[src/art_pkg.sv]
// ----------------------------------------------------------------------------
// art_pkg
// shared sizes, request codes and status codes of the access rights table
// ----------------------------------------------------------------------------
package art_pkg;

  localparam int MAX_ENTRIES = 16;
  localparam int KEY_BITS    = 64;
  localparam int RIGHTS_BITS = 32;

  localparam int ADDR_W  = (MAX_ENTRIES > 1) ? $clog2(MAX_ENTRIES) : 1;
  localparam int CNT_W   = $clog2(MAX_ENTRIES + 1);
  localparam int ENTRY_W = KEY_BITS + 2 * RIGHTS_BITS;

  typedef enum logic [1:0] {
    OP_GRANT  = 2'd0,
    OP_DENY   = 2'd1,
    OP_REVOKE = 2'd2,
    OP_CHECK  = 2'd3
  } req_op_t;

  typedef enum logic [1:0] {
    ST_DONE      = 2'd0,
    ST_NOT_FOUND = 2'd1,
    ST_FULL      = 2'd2
  } req_status_t;

endpackage

[src/art_ram.sv]
// ----------------------------------------------------------------------------
// art_ram
// generic single write port, single read port ram with registered read
// ----------------------------------------------------------------------------
module art_ram #(
  parameter int WIDTH = 8,
  parameter int DEPTH = 16,
  localparam int AW = (DEPTH > 1) ? $clog2(DEPTH) : 1
) (
  input  logic             clk,
  input  logic             we,
  input  logic [AW-1:0]    wr_addr,
  input  logic [WIDTH-1:0] wr_data,
  input  logic [AW-1:0]    rd_addr,
  output logic [WIDTH-1:0] rd_data
);

  logic [WIDTH-1:0] mem [DEPTH];

  always_ff @(posedge clk) begin
    if (we) begin
      mem[wr_addr] <= wr_data;
    end
    rd_data <= mem[rd_addr];
  end

endmodule

[src/access_rights_table.sv]
// ----------------------------------------------------------------------------
// access_rights_table
// principal table with allow / deny masks, scanned from a single ram
// ----------------------------------------------------------------------------
// a request passes through the scan and update steps; the scan covers the entries in use
// and reads one ram entry per cycle, ending early at a hit
// one request at a time, taken only while idle; start may be taken in the done cycle
// the receiver cannot stall: each result word is shown for one cycle only
// reset clears the fill count and the sequencer; ram contents are not cleared
// entries at or above the fill count are never matched on a read
// ----------------------------------------------------------------------------
module access_rights_table
  import art_pkg::*;
(
  input  logic        clk,
  input  logic        rst,
  input  logic        start,
  input  logic [1:0]  req_type,
  input  logic [63:0] principal_key,
  input  logic [31:0] rights_mask,
  output logic        busy,
  output logic        done,
  output logic [1:0]  status,
  output logic        permitted
);

  typedef enum logic [1:0] {
    S_IDLE,
    S_SCAN,
    S_UPDATE
  } state_t;

  state_t                 state;
  req_op_t                op_q;
  logic [KEY_BITS-1:0]    key_q;
  logic [RIGHTS_BITS-1:0] rights_q;
  logic [CNT_W-1:0]       scan_idx;
  logic [ADDR_W-1:0]      cmp_idx;
  logic                   rd_vld;
  logic                   found;
  logic [ADDR_W-1:0]      hit_idx;
  logic [RIGHTS_BITS-1:0] hit_allow;
  logic [RIGHTS_BITS-1:0] hit_deny;
  logic [CNT_W-1:0]       used;

  logic                   we;
  logic [ADDR_W-1:0]      wr_addr;
  logic [ENTRY_W-1:0]     wr_data;
  logic [ENTRY_W-1:0]     rd_data;
  logic [KEY_BITS-1:0]    rd_key;
  logic [RIGHTS_BITS-1:0] rd_allow;
  logic [RIGHTS_BITS-1:0] rd_deny;

  req_status_t            upd_status;
  logic                   upd_permitted;
  logic                   upd_append;
  logic                   table_full;

  // entry layout: key | allow | deny
  assign rd_key   = rd_data[ENTRY_W-1 -: KEY_BITS];
  assign rd_allow = rd_data[2*RIGHTS_BITS-1 -: RIGHTS_BITS];
  assign rd_deny  = rd_data[RIGHTS_BITS-1:0];

  assign table_full = (used == CNT_W'(MAX_ENTRIES));
  assign busy       = (state != S_IDLE);

  art_ram #(
    .WIDTH (ENTRY_W),
    .DEPTH (MAX_ENTRIES)
  ) u_ram (
    .clk     (clk),
    .we      (we),
    .wr_addr (wr_addr),
    .wr_data (wr_data),
    .rd_addr (scan_idx[ADDR_W-1:0]),
    .rd_data (rd_data)
  );

  // update step: read-modify-write of the hit entry, append of a new one, or the check result
  always_comb begin
    we            = 1'b0;
    wr_addr       = hit_idx;
    wr_data       = {key_q, hit_allow, hit_deny};
    upd_status    = ST_DONE;
    upd_permitted = 1'b0;
    upd_append    = 1'b0;
    if (state == S_UPDATE) begin
      case (op_q)
        OP_GRANT: begin
          if (found) begin
            we      = 1'b1;
            wr_data = {key_q, hit_allow | rights_q, hit_deny};
          end else if (!table_full) begin
            we         = 1'b1;
            upd_append = 1'b1;
            wr_addr    = used[ADDR_W-1:0];
            wr_data    = {key_q, rights_q, {RIGHTS_BITS{1'b0}}};
          end else begin
            upd_status = ST_FULL;
          end
        end
        OP_DENY: begin
          if (found) begin
            we      = 1'b1;
            wr_data = {key_q, hit_allow, hit_deny | rights_q};
          end else begin
            upd_status = ST_NOT_FOUND;
          end
        end
        OP_REVOKE: begin
          if (found) begin
            we      = 1'b1;
            wr_data = {key_q, hit_allow & ~rights_q, hit_deny};
          end else begin
            upd_status = ST_NOT_FOUND;
          end
        end
        default: begin
          if (found) begin
            upd_permitted = ((hit_allow & rights_q) == rights_q) &&
                            ((hit_deny & rights_q) == '0);
          end else begin
            upd_status = ST_NOT_FOUND;
          end
        end
      endcase
    end
  end

  always_ff @(posedge clk) begin
    if (rst) begin
      state     <= S_IDLE;
      used      <= '0;
      done      <= 1'b0;
      rd_vld    <= 1'b0;
      found     <= 1'b0;
      scan_idx  <= '0;
      status    <= ST_DONE;
      permitted <= 1'b0;
    end else begin
      done <= 1'b0;
      case (state)
        S_IDLE: begin
          if (start) begin
            op_q     <= req_op_t'(req_type);
            key_q    <= principal_key[KEY_BITS-1:0];
            rights_q <= rights_mask[RIGHTS_BITS-1:0];
            scan_idx <= '0;
            rd_vld   <= 1'b0;
            found    <= 1'b0;
            state    <= S_SCAN;
          end
        end
        S_SCAN: begin
          // read data belongs to the address issued in the previous cycle
          if (rd_vld && rd_key == key_q) begin
            found     <= 1'b1;
            hit_idx   <= cmp_idx;
            hit_allow <= rd_allow;
            hit_deny  <= rd_deny;
            rd_vld    <= 1'b0;
            state     <= S_UPDATE;
          end else if (scan_idx < used) begin
            cmp_idx  <= scan_idx[ADDR_W-1:0];
            scan_idx <= scan_idx + CNT_W'(1);
            rd_vld   <= 1'b1;
          end else begin
            rd_vld <= 1'b0;
            state  <= S_UPDATE;
          end
        end
        S_UPDATE: begin
          if (upd_append) begin
            used <= used + CNT_W'(1);
          end
          status    <= upd_status;
          permitted <= upd_permitted;
          done      <= 1'b1;
          state     <= S_IDLE;
        end
        default: begin
          state <= S_IDLE;
        end
      endcase
    end
  end

  a_done_after_update: assert property (@(posedge clk) disable iff (rst)
    done |-> $past(state == S_UPDATE))
    else $error("result word without an update step");

  a_used_bounded: assert property (@(posedge clk) disable iff (rst)
    used <= CNT_W'(MAX_ENTRIES))
    else $error("fill count beyond table depth");

  a_full_only_grant: assert property (@(posedge clk) disable iff (rst)
    (done && status == ST_FULL) |-> (op_q == OP_GRANT && table_full))
    else $error("table full reported outside a grant on a full table");

  a_permit_only_check: assert property (@(posedge clk) disable iff (rst)
    (done && permitted) |-> (op_q == OP_CHECK && status == ST_DONE))
    else $error("permitted set outside a successful check");

  a_write_only_update: assert property (@(posedge clk) disable iff (rst)
    we |-> (state == S_UPDATE && $past(state == S_SCAN)))
    else $error("ram write outside the update step");

endmodule

[config.mk]
export PLATFORM = sky130hd
export DESIGN_NAME = access_rights_table
export DESIGN_NICKNAME = d
export VERILOG_FILES = /design/src/art_pkg.sv /design/src/art_ram.sv /design/src/access_rights_table.sv
export SDC_FILE = /design/constraint.sdc
export NUM_CORES = 2
export LEC_CHECK = 0
export BUFFER_PORTS_ARGS = -buffer_cell sky130_fd_sc_hd__buf_2
export CAP_MARGIN = 20
export CORE_MARGIN = 2
export CORE_UTILIZATION = 35
export CTS_CLUSTER_SIZE = 14
export DETAILED_ROUTE_END_ITERATION = 6
export SETUP_SLACK_MARGIN = 0.1
export SYNTH_ARGS = -nofsm -noshare
export SYNTH_HDL_FRONTEND = slang
export SYNTH_SLANG_ARGS = --single-unit
[constraint.sdc]
create_clock -name clk -period 6.9 [get_ports clk]
set_input_delay 2.07 -clock clk [delete_from_list [all_inputs] [get_ports clk]]
set_output_delay 2.07 -clock clk [all_outputs]
set_load 0.01 [all_outputs]
==> reports/results.ini <==
[logic_synthesis]
synth-main-ff-cell=edfxtp_1
synth.ff_latch_count=2364
synth_top_cell_by_area=edfxtp_1
synth_area_leaders=edfxtp_1 76%, mux4_2 16%, dfxtp_1 3.3%
avgSynthCellArea_um2=23.73
synth_fp_nets=3802
ys_types=45
netlist_area_mm2=0.08752
ys_warn_count=0
synth_edf_count=2218
ys_async_sr_fraction=0
netlist_instances=3689
yosysSeqAreaShare=0.7944
yosysTopAreaCellShare=0.7610

[worst_setup_path]
required_ns=7.31
critical_path_class=reg2reg
cp.arrival_ns=4.91
crit_fanout=69
crit_path_end_kind=register
start_kind=register

[pwr]
pwr-share-clk=0.426
p_comb_frac=0.007
seqPwrFrac=0.567
swShare=0.1953
peakVddDrop_v=0.0002236
p_per_area_mw_per_mm2=277.7
p_leak_nw=29.86
power.switching_mw=5.403
p_int_mw=22.26

[timing]
fin_worst_skew_ns=0.06052
slew_headroom=0.2695
final.setup.worst_slack_ns=2.399
setup_violations=0
drv_slew=0
timing.fmax_mhz=222.2
hold_viol=0
period_minus_slack_ns=4.501
fin_crit_sh=0.6524
worstMarginPinSlew_ns=1.096
rsz0062_at_grt=false

[placed_design]
dp_slack_ns=2.409
dp_cells=7021
port_buffers=105
place.gp.congestion=0.7703
hpwl_um=98200

[cts]
ctsHoldBuffers=0
cts_buffers=215
cts.clk_slew.worst_paths_ns=0.07
insertion_delay_ns=0.85
post_cts_buffers=0
cts_resized=0
htreeDepth=4
clock_sinks=2364
cts.root.buffer_cell=clkbuf_16
clockBufferDepth=3
cts_tree=yes

[die]
core_area_mm2=0.2487
die_h_um=504.1
io_pins=106
fp.dieW_um=504.1
initial_utilization=0.3520
die_area_mm2=0.2541
row_count=183

[detailed_routing]
drc=0
wl_per_cell_um=27.16
drtPass1Iterations=6
totalWireLength_um=202100
vias=39280
drt-initial-drc-count=4093
vias_per_cell=5.280
postRouteAntennaNets=0

[global_routing]
groute.usage.overall=0.1562
grtUsageMet2=0.2487
met1_usage=0.2233
antenna_found_initial=23
grt_use_met3=0.02991
gr-total-overflow=0
gr-max-usage-layer=met2
grt_max_degree=134
grt_pass1_wl_um=290000
grt_pass1_vias=39900

[final_layout]
final_common_cell=edfxtp_1
final_cell_mix=2218 x edfxtp_1, 631 x mux4_2, 219 x clkbuf_16, 142 x dfxtp_1, 105 x buf_2
syn_to_final_growth_pct=13.81
finalNetCount=4025
fin_cells=7439
final_core_util=0.4006
final_layout_size_suffix_gt1_frac=0.2813
n_fill_cell=21780

[status]
outcome=complete, no violations

[worst_hold_path]
hp-class=reg2reg

[job]
cap_violations=0

critical path, cell delays in order (launching register included):
cell,delay (ns)
edfxtp_1,0.61
xor2_1,0.29
nor4_1,0.60
nand4_1,0.38
nor3_1,0.66
nand4_1,0.45
nor2_4,0.19
buf_4,0.82
state kept, by name, summed over array words and instances (netlist names), 2 cells and up:
signal,flops
cmp_idx,4
state,2
u_ram.rd_data,128
op_q,2
status,2
rights_q,32
hit_deny,32
hit_idx,4
scan_idx,5
key_q,64
used,5
u_ram.mem,2048
hit_allow,32
cell usage after synthesis, drive strengths merged (2+ instances only):
cell type,number
a211oi,9
a21o,7
a21oi,75
a221oi,8
a22oi,8
a31oi,4
a32o,9
and4,3
buf,75
clkbuf,98
dfxtp,146
edfxtp,2218
ha,12
inv,34
mux2i,10
mux4,631
nand2,70
nand2b,18
nand3,12
nand3b,4
nand4,11
nor2,71
nor2b,14
nor3,13
nor4,12
o21ai,31
o21bai,2
o22ai,5
o311ai,3
or2,2
xnor2,14
xor2,49
per-stage QoR:
step	TNS, ns	cell area [µm²]	total power, mW	hold slack (ns)
after global placement	0	92500	16.17	0.3869
final	0	99610	27.66	0.3934
after floorplan	-1088.58	87530	16.04	0.3855
after CTS	0	99540	27.89	0.3960
after global routing	0	99600	28.44	0.3970
after detailed placement	0	92520	16.18	0.3887
power groups by stage:
stage          Combinational (mW)  Clock (mW)  Sequential [mW]
2_1_floorplan              0.0805           0             16.0
3_3_place_gp                0.187           0             16.0
3_5_place_dp                0.187           0             16.0
4_1_cts                     0.188        12.0             15.7
5_1_grt                     0.199        12.6             15.7
6_report                    0.186        11.8             15.7
kinds of logic after synthesis:
kind of cell               synth area share
DFF                                  0.7944
AOI/OAI and AO/OA                   0.01148
adders and majority gates          0.001715
buffers and inverters              0.009778
xor gates and xnor gates           0.006304
muxes                                0.1635
and+or+nand+nor                     0.01284
worst paths after layout:
check,slack [ns],start,cells past startpoint,end
hold / removal,0.39,u_ram.rd_data[41],0,hit_allow[9]
hold reg to reg,0.39,u_ram.rd_data[41],0,hit_allow[9]
setup reg to reg,2.40,key_q[10],7,hit_allow[4]
setup / recovery,2.40,key_q[10],7,hit_allow[4]
area by class of cell:
| cell class | instances | area, µm² | area share |
|---|---|---|---|
| Antenna cell | 7 | 17.52 | 0.0001759 |
| Clock inverter | 94 | 864.6 | 0.008679 |
| Sequential cell | 2364 | 69540 | 0.6981 |
| Tap cell | 3330 | 4167 | 0.04183 |
| Clock buffer | 313 | 6153 | 0.06177 |
| Timing Repair Buffer | 179 | 1449 | 0.01455 |
| Inverter | 34 | 127.6 | 0.001281 |
| Multi-Input combinational cell | 1118 | 17290 | 0.1736 |
routing by layer:
layer | wire [µm] | vias up
li1 | - | 16070
met1 | 87810 | 21510
met2 | 96780 | 1387
met3 | 13460 | 299
met4 | 3940 | 16
met5 | 88 | -
No activity file was read; power rests on OpenSTA's default activity.
